**config.mk**
```make
export PLATFORM = sky130hd
export DESIGN_NAME = mamdani_fuzzy_tip_inference_top
export DESIGN_NICKNAME = d
export VERILOG_FILES = /design/src/rtl/mfti_pkg.sv /design/src/rtl/mfti_div.sv /design/src/rtl/mfti_datapath.sv /design/src/rtl/mfti_ctrl.sv /design/src/rtl/mamdani_fuzzy_tip_inference_top.sv
export SDC_FILE = /design/constraint.sdc
export NUM_CORES = 2
export LEC_CHECK = 0
export BUFFER_PORTS_ARGS = -buffer_cell sky130_fd_sc_hd__buf_2
export CELL_PAD_IN_SITES_DETAIL_PLACEMENT = 1
export CELL_PAD_IN_SITES_GLOBAL_PLACEMENT = 1
export CORE_MARGIN = 2
export CORE_UTILIZATION = 36
export CTS_CLUSTER_SIZE = 25
export DETAILED_ROUTE_END_ITERATION = 8
export GPL_TIMING_DRIVEN = 0
export PLACE_DENSITY = 0.59
export SLEW_MARGIN = 20
export SYNTH_ARGS = -nofsm -noshare
export SYNTH_HDL_FRONTEND = slang
export SYNTH_HIERARCHICAL = 1
export SYNTH_SLANG_ARGS = --single-unit
```
**constraint.sdc**
```tcl
create_clock -name clk_i -period 12.4 [get_ports clk_i]
set_input_delay 0 -clock clk_i [delete_from_list [all_inputs] [get_ports clk_i]]
set_output_delay 0 -clock clk_i [all_outputs]
set_load 0.005 [all_outputs]
```
**src/rtl/mfti_pkg.sv**
```systemverilog
// ----------------------------------------------------------------------------
// mfti_pkg
// Shared constants, command/status types and the exp ROM builder for the
// fuzzy tip inference block.
// ----------------------------------------------------------------------------
package mfti_pkg;

  localparam int unsigned GridPointsDef = 301;
  localparam int unsigned GradeBitsDef  = 8;

  localparam int unsigned ScoreW   = 12;
  localparam int unsigned ScoreMax = 2560;
  localparam int unsigned TipW     = 13;
  localparam int unsigned TipScale = 7680;
  localparam int unsigned RomSize  = 128;
  localparam int unsigned RomIdxW  = 7;
  localparam int unsigned CfgIdxW  = 3;

  // output grid spans 0..30, triangles have half width 5
  localparam int unsigned GridRange = 30;
  localparam int unsigned TriHalf   = 5;
  localparam int unsigned TriCtr [3] = '{5, 15, 25};

  // register indexes
  localparam logic [CfgIdxW-1:0] CfgPoorCtr   = 3'd0;
  localparam logic [CfgIdxW-1:0] CfgGoodCtr   = 3'd1;
  localparam logic [CfgIdxW-1:0] CfgExcCtr    = 3'd2;
  localparam logic [CfgIdxW-1:0] CfgRanFull   = 3'd3;
  localparam logic [CfgIdxW-1:0] CfgRanZero   = 3'd4;
  localparam logic [CfgIdxW-1:0] CfgDelRise   = 3'd5;
  localparam logic [CfgIdxW-1:0] CfgDelFull   = 3'd6;

  localparam logic [ScoreW-1:0] PoorCtrRst = 12'd0;
  localparam logic [ScoreW-1:0] GoodCtrRst = 12'd1280;
  localparam logic [ScoreW-1:0] ExcCtrRst  = 12'd2560;
  localparam logic [ScoreW-1:0] RanFullRst = 12'd256;
  localparam logic [ScoreW-1:0] RanZeroRst = 12'd768;
  localparam logic [ScoreW-1:0] DelRiseRst = 12'd1792;
  localparam logic [ScoreW-1:0] DelFullRst = 12'd2304;

  typedef enum logic [1:0] {
    DivRancid,
    DivDelicious,
    DivTip
  } div_sel_e;

  typedef struct packed {
    logic     load;
    logic     fuzz;
    logic     div_start;
    div_sel_e div_sel;
    logic     latch_rancid;
    logic     latch_delicious;
    logic     grid_start;
    logic     out_load;
  } dp_cmd_t;

  typedef struct packed {
    logic div_done;
    logic grid_busy;
    logic out_stall;
  } dp_status_t;

  typedef logic [15:0] exp_rom_t [RomSize];

  // shift-subtract quotient, used only while the table is built
  function automatic longint unsigned udiv64(input longint unsigned a,
                                             input longint unsigned b);
    longint unsigned q;
    longint unsigned r;
    q = 0;
    r = 0;
    for (int i = 63; i >= 0; i--) begin
      r = {r[62:0], a[i]};
      q = q << 1;
      if (r >= b) begin
        r = r - b;
        q = q | 64'd1;
      end
    end
    return q;
  endfunction

  // rom[k] = one * exp(-k^2/1152), q28 series, reciprocal and four squarings
  function automatic exp_rom_t exp_rom_build(input int unsigned grade_bits);
    exp_rom_t        rom;
    longint unsigned y;
    longint unsigned sum;
    longint unsigned term;
    longint unsigned inv;
    longint unsigned one;
    int unsigned     n;
    one = (64'd1 << grade_bits) - 64'd1;
    for (int unsigned k = 0; k < RomSize; k++) begin
      y    = (longint'(k * k) << 28) / 18432;
      sum  = 64'd1 << 28;
      term = 64'd1 << 28;
      n    = 1;
      while (n < 40 && term != 0) begin
        term = udiv64((term * y) >> 28, 64'(n));
        sum  = sum + term;
        n    = n + 1;
      end
      inv = udiv64(64'd1 << 56, sum);
      for (int unsigned s = 0; s < 4; s++) begin
        inv = (inv * inv + (64'd1 << 27)) >> 28;
      end
      rom[k] = 16'((inv * one + (64'd1 << 27)) >> 28);
    end
    return rom;
  endfunction

endpackage

```
**src/rtl/mfti_div.sv**
```systemverilog
// ----------------------------------------------------------------------------
// mfti_div
// Restoring divider, one quotient bit per cycle; the quotient must fit QUO_W.
// ----------------------------------------------------------------------------
module mfti_div #(
  parameter int unsigned NUM_W = 32,
  parameter int unsigned DEN_W = 24,
  parameter int unsigned QUO_W = 13
) (
  input  logic             clk_i,
  input  logic             rst_ni,
  input  logic             start_i,
  input  logic [NUM_W-1:0] num_i,
  input  logic [DEN_W-1:0] den_i,
  output logic [QUO_W-1:0] quo_o,
  output logic             done_o
);

  localparam int unsigned DshW = DEN_W + QUO_W - 1;
  localparam int unsigned CmpW = (NUM_W > DshW) ? NUM_W : DshW;
  localparam int unsigned CntW = (QUO_W > 1) ? $clog2(QUO_W) : 1;

  logic [NUM_W-1:0] rem_q;
  logic [DshW-1:0]  dsh_q;
  logic [QUO_W-1:0] quo_q;
  logic [CntW-1:0]  cnt_q;
  logic             busy_q;
  logic             done_q;

  logic [CmpW-1:0] rem_ext;
  logic [CmpW-1:0] dsh_ext;
  logic [CmpW-1:0] diff;
  logic            ge;

  assign rem_ext = CmpW'(rem_q);
  assign dsh_ext = CmpW'(dsh_q);
  assign diff    = rem_ext - dsh_ext;
  assign ge      = (rem_ext >= dsh_ext);

  always_ff @(posedge clk_i or negedge rst_ni) begin
    if (!rst_ni) begin
      busy_q <= 1'b0;
      done_q <= 1'b0;
      cnt_q  <= '0;
    end else if (start_i) begin
      busy_q <= 1'b1;
      done_q <= 1'b0;
      cnt_q  <= '0;
    end else if (busy_q) begin
      cnt_q <= cnt_q + 1'b1;
      if (cnt_q == CntW'(QUO_W - 1)) begin
        busy_q <= 1'b0;
        done_q <= 1'b1;
      end
    end
  end

  always_ff @(posedge clk_i) begin
    if (start_i) begin
      rem_q <= num_i;
      dsh_q <= {den_i, {(QUO_W-1){1'b0}}};
      quo_q <= '0;
    end else if (busy_q) begin
      quo_q <= {quo_q[QUO_W-2:0], ge};
      if (ge) begin
        rem_q <= NUM_W'(diff);
      end
      dsh_q <= dsh_q >> 1;
    end
  end

  assign quo_o  = quo_q;
  assign done_o = done_q;

endmodule

```
**src/rtl/mfti_datapath.sv**
```systemverilog
// ----------------------------------------------------------------------------
// mfti_datapath
// Config registers, fuzzifier, grid pipeline with accumulators, shared
// divider and output register.
// ----------------------------------------------------------------------------
module mfti_datapath
  import mfti_pkg::*;
#(
  parameter int unsigned GRID_POINTS = GridPointsDef,
  parameter int unsigned GRADE_BITS  = GradeBitsDef
) (
  input  logic                clk_i,
  input  logic                rst_ni,
  input  dp_cmd_t             cmd_i,
  output dp_status_t          status_o,
  input  logic                cfg_we_i,
  input  logic [CfgIdxW-1:0]  cfg_idx_i,
  input  logic [ScoreW-1:0]   cfg_data_i,
  input  logic [2*ScoreW-1:0] in_data_i,
  output logic                out_valid_o,
  input  logic                out_ready_i,
  output logic [TipW-1:0]     tip_o,
  output logic                no_support_o
);

  localparam int unsigned N     = GRID_POINTS - 1;
  localparam int unsigned IW    = $clog2(GRID_POINTS);
  localparam int unsigned G     = GRADE_BITS;
  localparam int unsigned PW    = IW + 5;
  localparam int unsigned TNW   = G + IW + 3;
  localparam int unsigned Half  = TriHalf * N;
  localparam int unsigned HalfRnd = Half / 2;
  localparam longint unsigned Recip = (longint'(1) << TNW) / Half;
  localparam int unsigned S0W   = G + IW;
  localparam int unsigned S1W   = G + 2 * IW;
  localparam int unsigned DenW  = G + 2 * IW;
  localparam int unsigned NumW  = S1W + 14;
  localparam int unsigned QuoW  = (G > TipW) ? G : TipW;
  localparam int unsigned RampW = ScoreW + G + 1;
  localparam int unsigned AiW   = G + IW;

  localparam exp_rom_t ExpRom = exp_rom_build(GRADE_BITS);
  localparam logic [G-1:0] GOne = '1;

  // config registers
  logic [ScoreW-1:0] poor_q, good_q, exc_q, ran_full_q, ran_zero_q, del_rise_q, del_full_q;

  always_ff @(posedge clk_i or negedge rst_ni) begin
    if (!rst_ni) begin
      poor_q     <= PoorCtrRst;
      good_q     <= GoodCtrRst;
      exc_q      <= ExcCtrRst;
      ran_full_q <= RanFullRst;
      ran_zero_q <= RanZeroRst;
      del_rise_q <= DelRiseRst;
      del_full_q <= DelFullRst;
    end else if (cfg_we_i) begin
      unique case (cfg_idx_i)
        CfgPoorCtr: poor_q     <= cfg_data_i;
        CfgGoodCtr: good_q     <= cfg_data_i;
        CfgExcCtr:  exc_q      <= cfg_data_i;
        CfgRanFull: ran_full_q <= cfg_data_i;
        CfgRanZero: ran_zero_q <= cfg_data_i;
        CfgDelRise: del_rise_q <= cfg_data_i;
        CfgDelFull: del_full_q <= cfg_data_i;
        default: ;
      endcase
    end
  end

  // input capture with saturation
  logic [ScoreW-1:0] svc_q, food_q, svc_in, food_in;

  assign svc_in  = in_data_i[ScoreW-1:0];
  assign food_in = in_data_i[2*ScoreW-1:ScoreW];

  always_ff @(posedge clk_i) begin
    if (cmd_i.load) begin
      svc_q  <= (svc_in > ScoreW'(ScoreMax)) ? ScoreW'(ScoreMax) : svc_in;
      food_q <= (food_in > ScoreW'(ScoreMax)) ? ScoreW'(ScoreMax) : food_in;
    end
  end

  function automatic logic [G-1:0] gauss(input logic [ScoreW-1:0] s,
                                         input logic [ScoreW-1:0] c);
    logic [ScoreW-1:0] d;
    logic [ScoreW:0]   ks;
    d  = (s >= c) ? s - c : c - s;
    ks = ({1'b0, d} + (ScoreW+1)'(8)) >> 4;
    if (ks < (ScoreW+1)'(RomSize)) begin
      return G'(ExpRom[ks[RomIdxW-1:0]]);
    end
    return '0;
  endfunction

  // fuzzification
  logic [G-1:0] g_poor_q, g_good_q, g_exc_q, rancid_q, delic_q;
  logic         ran_ramp_q, del_ramp_q;
  logic [G-1:0] r1_q, r2_q, r3_q;
  logic [QuoW-1:0] quo;

  always_ff @(posedge clk_i) begin
    if (cmd_i.fuzz) begin
      g_poor_q <= gauss(svc_q, poor_q);
      g_good_q <= gauss(svc_q, good_q);
      g_exc_q  <= gauss(svc_q, exc_q);
      ran_ramp_q <= 1'b0;
      if (food_q >= ran_zero_q) begin
        rancid_q <= '0;
      end else if (food_q < ran_full_q) begin
        rancid_q <= GOne;
      end else begin
        ran_ramp_q <= 1'b1;
      end
      del_ramp_q <= 1'b0;
      if (food_q >= del_full_q) begin
        delic_q <= GOne;
      end else if (food_q < del_rise_q) begin
        delic_q <= '0;
      end else begin
        del_ramp_q <= 1'b1;
      end
    end
    if (cmd_i.latch_rancid && ran_ramp_q) begin
      rancid_q <= quo[G-1:0];
    end
    if (cmd_i.latch_delicious && del_ramp_q) begin
      delic_q <= quo[G-1:0];
    end
    if (cmd_i.grid_start) begin
      r1_q <= (g_poor_q >= rancid_q) ? g_poor_q : rancid_q;
      r2_q <= g_good_q;
      r3_q <= (g_exc_q >= delic_q) ? g_exc_q : delic_q;
    end
  end

  // grid pipeline: tri numerator, reciprocal estimate, back-multiply,
  // correct and clip, weight by index, accumulate
  logic [IW-1:0]  idx_q;
  logic           run_q;
  logic [4:0]     pv_q;

  always_ff @(posedge clk_i or negedge rst_ni) begin
    if (!rst_ni) begin
      run_q <= 1'b0;
      pv_q  <= '0;
      idx_q <= '0;
    end else begin
      pv_q <= {pv_q[3:0], run_q};
      if (cmd_i.grid_start) begin
        run_q <= 1'b1;
        idx_q <= '0;
      end else if (run_q) begin
        idx_q <= idx_q + 1'b1;
        if (idx_q == IW'(N)) begin
          run_q <= 1'b0;
        end
      end
    end
  end

  logic [TNW-1:0] tnum_a_q [3];
  logic           in_a_q   [3];
  logic [IW-1:0]  idx_a_q, idx_b_q, idx_c_q, idx_d_q;
  logic [G-1:0]   est_b_q  [3];
  logic [TNW-1:0] tnum_b_q [3];
  logic           in_b_q   [3];
  logic [TNW-1:0] qh_c_q   [3];
  logic [G-1:0]   est_c_q  [3];
  logic [TNW-1:0] tnum_c_q [3];
  logic           in_c_q   [3];
  logic [G-1:0]   a_d_q, a_e_q;
  logic [AiW-1:0] ai_e_q;
  logic [S0W-1:0] s0_q;
  logic [S1W-1:0] s1_q;

  logic [PW-1:0]    pos;
  logic [PW-1:0]    tdist [3];
  logic [TNW-1:0]   tnum [3];
  logic             in_tri [3];
  logic [2*TNW-1:0] prod [3];
  logic [TNW-1:0]   rem [3];
  logic [G:0]       grd_w [3];
  logic [G-1:0]     grd [3];
  logic [G-1:0]     clip [3];
  logic [G-1:0]     rule [3];
  logic [G-1:0]     agg;

  assign rule[0] = r1_q;
  assign rule[1] = r2_q;
  assign rule[2] = r3_q;
  assign pos     = PW'(idx_q) * PW'(GridRange);

  always_comb begin
    for (int k = 0; k < 3; k++) begin
      tdist[k]  = (pos >= PW'(TriCtr[k] * N)) ? pos - PW'(TriCtr[k] * N)
                                              : PW'(TriCtr[k] * N) - pos;
      in_tri[k] = (tdist[k] < PW'(Half));
      tnum[k]   = TNW'(GOne) * TNW'(PW'(Half) - tdist[k]) + TNW'(HalfRnd);
      prod[k]   = (2*TNW)'(tnum_a_q[k]) * (2*TNW)'(Recip);
      rem[k]    = tnum_c_q[k] - qh_c_q[k];
      grd_w[k]  = (rem[k] >= TNW'(Half)) ? {1'b0, est_c_q[k]} + 1'b1 : {1'b0, est_c_q[k]};
      grd[k]    = in_c_q[k] ? grd_w[k][G-1:0] : '0;
      clip[k]   = (rule[k] <= grd[k]) ? rule[k] : grd[k];
    end
    agg = clip[0];
    if (clip[1] > agg) agg = clip[1];
    if (clip[2] > agg) agg = clip[2];
  end

  always_ff @(posedge clk_i) begin
    for (int k = 0; k < 3; k++) begin
      tnum_a_q[k] <= tnum[k];
      in_a_q[k]   <= in_tri[k];
      est_b_q[k]  <= prod[k][TNW +: G];
      tnum_b_q[k] <= tnum_a_q[k];
      in_b_q[k]   <= in_a_q[k];
      qh_c_q[k]   <= TNW'(est_b_q[k]) * TNW'(Half);
      est_c_q[k]  <= est_b_q[k];
      tnum_c_q[k] <= tnum_b_q[k];
      in_c_q[k]   <= in_b_q[k];
    end
    idx_a_q <= idx_q;
    idx_b_q <= idx_a_q;
    idx_c_q <= idx_b_q;
    a_d_q   <= agg;
    idx_d_q <= idx_c_q;
    a_e_q   <= a_d_q;
    ai_e_q  <= AiW'(a_d_q) * AiW'(idx_d_q);
    if (cmd_i.grid_start) begin
      s0_q <= '0;
      s1_q <= '0;
    end else if (pv_q[4]) begin
      s0_q <= s0_q + S0W'(a_e_q);
      s1_q <= s1_q + S1W'(ai_e_q);
    end
  end

  // divider operands
  logic [ScoreW-1:0] ran_dist, ran_span, del_dist, del_span;
  logic [DenW-1:0]   tip_den;
  logic [NumW-1:0]   div_num;
  logic [DenW-1:0]   div_den;

  assign ran_dist = ran_zero_q - food_q;
  assign ran_span = ran_zero_q - ran_full_q;
  assign del_dist = food_q - del_rise_q;
  assign del_span = del_full_q - del_rise_q;
  assign tip_den  = DenW'(s0_q) * DenW'(N);

  always_comb begin
    case (cmd_i.div_sel)
      DivRancid: begin
        div_num = NumW'(RampW'(ran_dist) * RampW'(GOne) + RampW'(ran_span >> 1));
        div_den = DenW'(ran_span);
      end
      DivDelicious: begin
        div_num = NumW'(RampW'(del_dist) * RampW'(GOne) + RampW'(del_span >> 1));
        div_den = DenW'(del_span);
      end
      DivTip: begin
        div_num = NumW'(s1_q) * NumW'(TipScale) + NumW'(tip_den >> 1);
        div_den = tip_den;
      end
      default: begin
        div_num = '0;
        div_den = '0;
      end
    endcase
  end

  logic div_done;

  mfti_div #(
    .NUM_W(NumW),
    .DEN_W(DenW),
    .QUO_W(QuoW)
  ) u_div (
    .clk_i  (clk_i),
    .rst_ni (rst_ni),
    .start_i(cmd_i.div_start),
    .num_i  (div_num),
    .den_i  (div_den),
    .quo_o  (quo),
    .done_o (div_done)
  );

  // output register
  logic            out_valid_q;
  logic [TipW-1:0] tip_q;
  logic            nosup_q;

  always_ff @(posedge clk_i or negedge rst_ni) begin
    if (!rst_ni) begin
      out_valid_q <= 1'b0;
    end else if (cmd_i.out_load) begin
      out_valid_q <= 1'b1;
    end else if (out_ready_i) begin
      out_valid_q <= 1'b0;
    end
  end

  always_ff @(posedge clk_i) begin
    if (cmd_i.out_load) begin
      nosup_q <= (s0_q == '0);
      tip_q   <= (s0_q == '0) ? '0 : quo[TipW-1:0];
    end
  end

  assign out_valid_o        = out_valid_q;
  assign tip_o              = tip_q;
  assign no_support_o       = nosup_q;
  assign status_o.div_done  = div_done;
  assign status_o.grid_busy = run_q | (|pv_q);
  assign status_o.out_stall = out_valid_q & ~out_ready_i;

endmodule

```
**src/rtl/mfti_ctrl.sv**
```systemverilog
// ----------------------------------------------------------------------------
// mfti_ctrl
// Sequencer: capture, fuzzify, two ramp divisions, grid pass, centroid
// division, output load.
// ----------------------------------------------------------------------------
module mfti_ctrl
  import mfti_pkg::*;
(
  input  logic       clk_i,
  input  logic       rst_ni,
  input  logic       in_valid_i,
  output logic       in_ready_o,
  input  dp_status_t status_i,
  output dp_cmd_t    cmd_o
);

  localparam logic [3:0] StIdle     = 4'd0;
  localparam logic [3:0] StFuzz     = 4'd1;
  localparam logic [3:0] StRanGo    = 4'd2;
  localparam logic [3:0] StRanWait  = 4'd3;
  localparam logic [3:0] StDelGo    = 4'd4;
  localparam logic [3:0] StDelWait  = 4'd5;
  localparam logic [3:0] StGridGo   = 4'd6;
  localparam logic [3:0] StGridWait = 4'd7;
  localparam logic [3:0] StFinGo    = 4'd8;
  localparam logic [3:0] StFinWait  = 4'd9;
  localparam logic [3:0] StOut      = 4'd10;

  logic [3:0] state_q, state_d;

  always_ff @(posedge clk_i or negedge rst_ni) begin
    if (!rst_ni) begin
      state_q <= StIdle;
    end else begin
      state_q <= state_d;
    end
  end

  always_comb begin
    state_d    = state_q;
    in_ready_o = 1'b0;
    cmd_o      = '0;
    cmd_o.div_sel = DivTip;
    unique case (state_q)
      StIdle: begin
        in_ready_o = 1'b1;
        if (in_valid_i) begin
          cmd_o.load = 1'b1;
          state_d    = StFuzz;
        end
      end
      StFuzz: begin
        cmd_o.fuzz = 1'b1;
        state_d    = StRanGo;
      end
      StRanGo: begin
        cmd_o.div_start = 1'b1;
        cmd_o.div_sel   = DivRancid;
        state_d         = StRanWait;
      end
      StRanWait: begin
        if (status_i.div_done) begin
          cmd_o.latch_rancid = 1'b1;
          state_d            = StDelGo;
        end
      end
      StDelGo: begin
        cmd_o.div_start = 1'b1;
        cmd_o.div_sel   = DivDelicious;
        state_d         = StDelWait;
      end
      StDelWait: begin
        if (status_i.div_done) begin
          cmd_o.latch_delicious = 1'b1;
          state_d               = StGridGo;
        end
      end
      StGridGo: begin
        cmd_o.grid_start = 1'b1;
        state_d          = StGridWait;
      end
      StGridWait: begin
        if (!status_i.grid_busy) begin
          state_d = StFinGo;
        end
      end
      StFinGo: begin
        cmd_o.div_start = 1'b1;
        state_d         = StFinWait;
      end
      StFinWait: begin
        if (status_i.div_done) begin
          state_d = StOut;
        end
      end
      StOut: begin
        // wait for the previous result to leave the output register
        if (!status_i.out_stall) begin
          cmd_o.out_load = 1'b1;
          state_d        = StIdle;
        end
      end
      default: begin
        state_d = StIdle;
      end
    endcase
  end

endmodule

```
**src/rtl/mamdani_fuzzy_tip_inference_top.sv**
```systemverilog
// ----------------------------------------------------------------------------
// mamdani_fuzzy_tip_inference_top
// Mamdani fuzzy tip inference with centroid defuzzification.
//
//   channel   direction  payload
//   s_axis    in         tdata: service_level [11:0], food_quality [23:12]
//   m_axis    out        tdata: tip_amount [12:0]; tuser: no_support [0]
//   cfg       in         write enable, register index, 12-bit data
//
// One request at a time: two ramp divisions and the centroid division on the
// shared divider, plus one grid point per cycle through a 6-stage pipeline.
// A new request is taken while the last result still waits on m_axis.
// Reset is asynchronous active low; no clearing pass is needed.
// ----------------------------------------------------------------------------
module mamdani_fuzzy_tip_inference_top
  import mfti_pkg::*;
#(
  parameter int unsigned GRID_POINTS = GridPointsDef,
  parameter int unsigned GRADE_BITS  = GradeBitsDef
) (
  input  logic                clk_i,
  input  logic                rst_ni,
  input  logic                s_axis_tvalid,
  output logic                s_axis_tready,
  input  logic [2*ScoreW-1:0] s_axis_tdata,   // service_level, food_quality
  output logic                m_axis_tvalid,
  input  logic                m_axis_tready,
  output logic [15:0]         m_axis_tdata,   // tip_amount, zero pad
  output logic [0:0]          m_axis_tuser,   // no_support
  input  logic                cfg_we_i,
  input  logic [CfgIdxW-1:0]  cfg_idx_i,
  input  logic [ScoreW-1:0]   cfg_data_i
);

  dp_cmd_t         cmd;
  dp_status_t      status;
  logic [TipW-1:0] tip;
  logic            no_support;

  mfti_ctrl u_ctrl (
    .clk_i     (clk_i),
    .rst_ni    (rst_ni),
    .in_valid_i(s_axis_tvalid),
    .in_ready_o(s_axis_tready),
    .status_i  (status),
    .cmd_o     (cmd)
  );

  mfti_datapath #(
    .GRID_POINTS(GRID_POINTS),
    .GRADE_BITS (GRADE_BITS)
  ) u_datapath (
    .clk_i       (clk_i),
    .rst_ni      (rst_ni),
    .cmd_i       (cmd),
    .status_o    (status),
    .cfg_we_i    (cfg_we_i),
    .cfg_idx_i   (cfg_idx_i),
    .cfg_data_i  (cfg_data_i),
    .in_data_i   (s_axis_tdata),
    .out_valid_o (m_axis_tvalid),
    .out_ready_i (m_axis_tready),
    .tip_o       (tip),
    .no_support_o(no_support)
  );

  assign m_axis_tdata = {{(16-TipW){1'b0}}, tip};
  assign m_axis_tuser = no_support;

endmodule
```
==> summary.md <==
| Metric | Value |
|---|---|
| Status | completed |
| Sw Share | 51.8% |
| Routability cong. | 0.831 |
| Slew Limit Fails | 0 |
| Chip height | 468 µm |
| Routed wl met2 | 108000 µm |
| Antenna violations before repair | 6 |
| WL met1 | 101000 µm |
| Top_reg_cell synth | dfxtp_1 |
| Synth top area cells | fa_1, ha_1, dfxtp_1 |
| Crit-path max cell delay | 0.62 ns |
| CP startpoint kind | flop |
| Synth Area in Compound Gates | 14.1% |
| Final Critical Period | 11.62 ns |
| Port bufs | 59 |
| Worst Skew | 0.0274 ns |
| CP endpoint kind | flop |
| Worst EP arrival | 12.17 ns |
| Final Instance Count excl. Fillers | 11.6k |
| Seq/Total Area, Yosys | 20.6% |
| Area delta synth->final | 9.91% |
| Total track usage | 20.1% |
| Io pins | 63 |
| CTS tree | yes |
| Post-synth EDFFs | 170 |
| Crit path top cell by count | inv_1 |
| Clock Tree Root | clkbuf_16 |
| Power Dens Cells | 243 mW/mm² |
| Worst-path clk slew | 0.06 ns |
| # DRC | 0 |
| Final ANT Viol Nets | 0 |
| Syn Inst Count | 8422 |
| Via count of the first global-routing pass | 65.3k |
| Clk Latency, worst-skew pair | 0.71 ns |
| HP Class | in -> reg |
| First DRT Iteration DRCs | 2392 |
| Synth Area in Simple Gates | 11.1% |
| Combinational fraction of design power | 75.4% |
| H-tree depth | 3 |
| Mean Syn Cell Area | 9.22 µm² |
| Fin. Hold Viols | 0 |
| Final worst-path cycle share | 93.7% |
| Routed vias | 59.2k |
| Peak Freq | 86.1 MHz |
| Ys Warns | 6 |
| Max clock buf depth | 3 |
| Synth top area share | 18.6% |
| Vias per cell | 5.12 |
| Placed cells | 11.3k |
| Post-synth cell types | 126 |
| Main combinational cell family by area after synthesis | adder cells |
| Share of cells above drive strength 1 | 5.34% |
| Synth area leader | fa_1 |
| CP required | 12.95 ns |
| Total CTS buffers | 88 |
| Clock power share | 12.5% |
| Maximum VDD drop | 0.000658 V |
| Largest net degree at the start of global routing | 73 |
| Internal power | 9.98 mW |
| Final #Nets | 10.6k |
| Sw power | 10.7 mW |
| Post-Synth Adder-Cell Area | 37.0% |
| Top routing layer used | met4 |
| Synth async-reset ratio | 16.1% |
| Worst-path fanout max | 10 |
| Number of setup violations in the final report | 0 |
| #FFs+latches synth | 685 |
| Initial core utilization | 36.2% |
| First-pass GRT wire length | 356000 µm |
| Slew @ Worst Pin | 1.04 ns |
| WL met3 | 4850 µm |
| Critical Path Slowest Stage Cell | fa_1 |
| Cell area after synthesis | 0.0776 mm² |
| DRT Pass-1 Iters | 5 |
| Global route total overflow | 0 |
| Sequential cell fraction of total power | 12.1% |
| Post-Synth XOR/XNOR Area | 6.60% |
| Core area | 0.214 mm² |
| Util after Layout | 39.8% |
| Num rows | 170 |
| Routed len/inst | 18.8 µm |
| Die Wd | 468 µm |
| Hpwl dp | 179000 µm |
| Mux contribution to synthesized area | 2.44% |
| Final WL | 217000 µm |
| Clk sinks | 685 |
| Leak Pwr | 40.9 nW |
| DIE AREA | 0.219 mm² |
| RSZ-0062 raised after global routing | no |
| Max-Cap Viols | 0 |
| Crit Path Category | reg -> reg |
| Max-Slew Margin vs Limit | 30.4% |
## final timing paths
kind	startpoint	endpoint	slack (ns)	cells past startpoint
min in group asynchronous	rst_ni	u_datapath/good_q[8]	0.46	3
worst min-delay path	s_axis_tdata[23]	u_datapath/food_q[11]	0.15	3
max in group asynchronous	rst_ni	u_datapath/pv_q[4]	11.49	4
worst max register to register	u_datapath/idx_q[3]	u_datapath/tnum_a_q[0][58]	0.78	45
worst max-delay path	u_datapath/idx_q[3]	u_datapath/tnum_a_q[0][58]	0.78	45
worst min register to register	u_datapath/in_b_q[0][1]	u_datapath/in_c_q[0][1]	0.32	0
## final cells by class
cell class	count	area (µm²)
Antenna cell	5	12.5
Buffer	196	847
Clock buffer	120	2450
Clock inverter	43	459
Fill cell	24900	129000
Inverter	1457	5470
Multi-Input combinational cell	6084	55500
Sequential cell	685	16000
Tap cell	2838	3550
Timing Repair Buffer	137	1110
## worst max-delay path: cells and delay by family (launching register included)
family / cells / cell delay [ns]
fa+ha+maj: 10 / 4.56
compound gates: 16 / 3.33
buf+inv: 13 / 1.67
simple gates: 4 / 0.89
flops: 1 / 0.52
xor+xnor: 2 / 0.50
## routing by layer
layer  global-route usage, %  vias to the layer above
li1                        -                    28700
met1                    26.4                    29700
met2                    36.0                      576
met3                    1.85                      211
met4                    3.77                        0
met5                       0                        -
## synthesized netlist by cell type, types with 23 or more instances
cell and n:
fa_1 720, o22ai_1 38, xnor2_1 388, nor2b_1 85
a31oi_1 49, a21oi_1 426, mux2_2 75, o31ai_1 26
clkbuf_1 135, nor4_1 34, nand2b_1 76, a211oi_1 56
buf_2 27, o211ai_1 61, and3_1 44, and2_1 110
or3_1 37, a21o_1 173, buf_1 23, nor2_1 451
nand3_1 127, o21bai_1 75, dfrtp_1 98, nand2_1 505
or2_2 27, edfxtp_1 170, mux2i_1 99, o21a_1 68
a21boi_0 29, o21ai_0 413, nor3_1 136, ha_1 1141
xor2_1 167, dfxtp_1 405, inv_1 1451, nand4_1 49
## logic make-up after synthesis
group                      Yosys count
adders and majority gates         1863
and+or+nand+nor                   1778
AOI/OAI and AO/OA                 1693
buffers and inverters             1655
DFF                                685
xor gates and xnor gates           570
muxes                              177
other                                1
## placed cells by master (no fill, tap or decap), drive strengths merged, types with 34 or more instances in the layout
cell type / n
a31oi: 49
o21bai: 75
dfxtp: 405
nand4: 49
a21boi: 34
nand2: 507
a211oi: 59
mux2i: 99
nor2b: 87
a21o: 174
dfrtp: 98
nor4: 38
and3: 44
inv: 1463
ha: 1141
nor2: 453
buf: 133
xnor2: 396
o211ai: 62
and2: 110
nand3: 129
o21a: 68
clkbuf: 253
nor3: 141
a21oi: 429
or3: 38
nand2b: 76
fa: 720
o21ai: 436
dlygate4sd3: 66
o22ai: 38
mux2: 76
edfxtp: 170
xor2: 173
## power groups by stage
| stage | combinational [mW] | clock, mW | sequential [mW] |
|---|---|---|---|
| 3_3_place_gp | 15.3 | 0 | 2.56 |
| 6_report | 15.6 | 2.59 | 2.52 |
| 4_1_cts | 15.7 | 2.68 | 2.52 |
| 3_5_place_dp | 15.6 | 0 | 2.56 |
| 2_1_floorplan | 11.2 | 0 | 2.52 |
| 5_1_grt | 17.6 | 2.76 | 2.53 |
## state kept, by name, summed over array words and instances, names as in the netlist, 13 cells and up
register and count:
u_datapath/ai_e_q 17, u_datapath/est_c_q 21, u_datapath/tip_o 13, u_datapath/tnum_c_q 54
u_datapath/s1_q 26, u_datapath/tnum_a_q 55, u_datapath/s0_q 17, u_datapath/u_div/quo_o 13
u_datapath/est_b_q 24, u_datapath/tnum_b_q 54, u_datapath/u_div/rem_ext 40, u_datapath/qh_c_q 51
u_datapath/u_div/dsh_q 38
## timing repair
item                       4_1_cts  5_1_grt
pin swaps                        0        1
hold buffers                    67        0
hold endpoints to repair       221        0
setup buffers                    1        0
resized for setup                5       10
setup endpoints to repair       12        7
## through the flow
stage | power, mW | setup WS, ns | hold slack, ns | cell area, µm² | setup TNS [ns]
after global routing | 22.9 | 0.0794 | 0.119 | 85300 | 0
final | 20.7 | 0.780 | 0.149 | 85300 | 0
after CTS | 20.9 | 0.137 | 0.0555 | 85300 | 0
after detailed placement | 18.1 | -1.07 | -0.0607 | 81600 | -5.35
after global placement | 17.9 | -0.925 | 0.282 | 81500 | -4.17
after floorplan | 13.7 | 2.28 | -0.296 | 77700 | 0
Power figures use the tool's default switching activity.
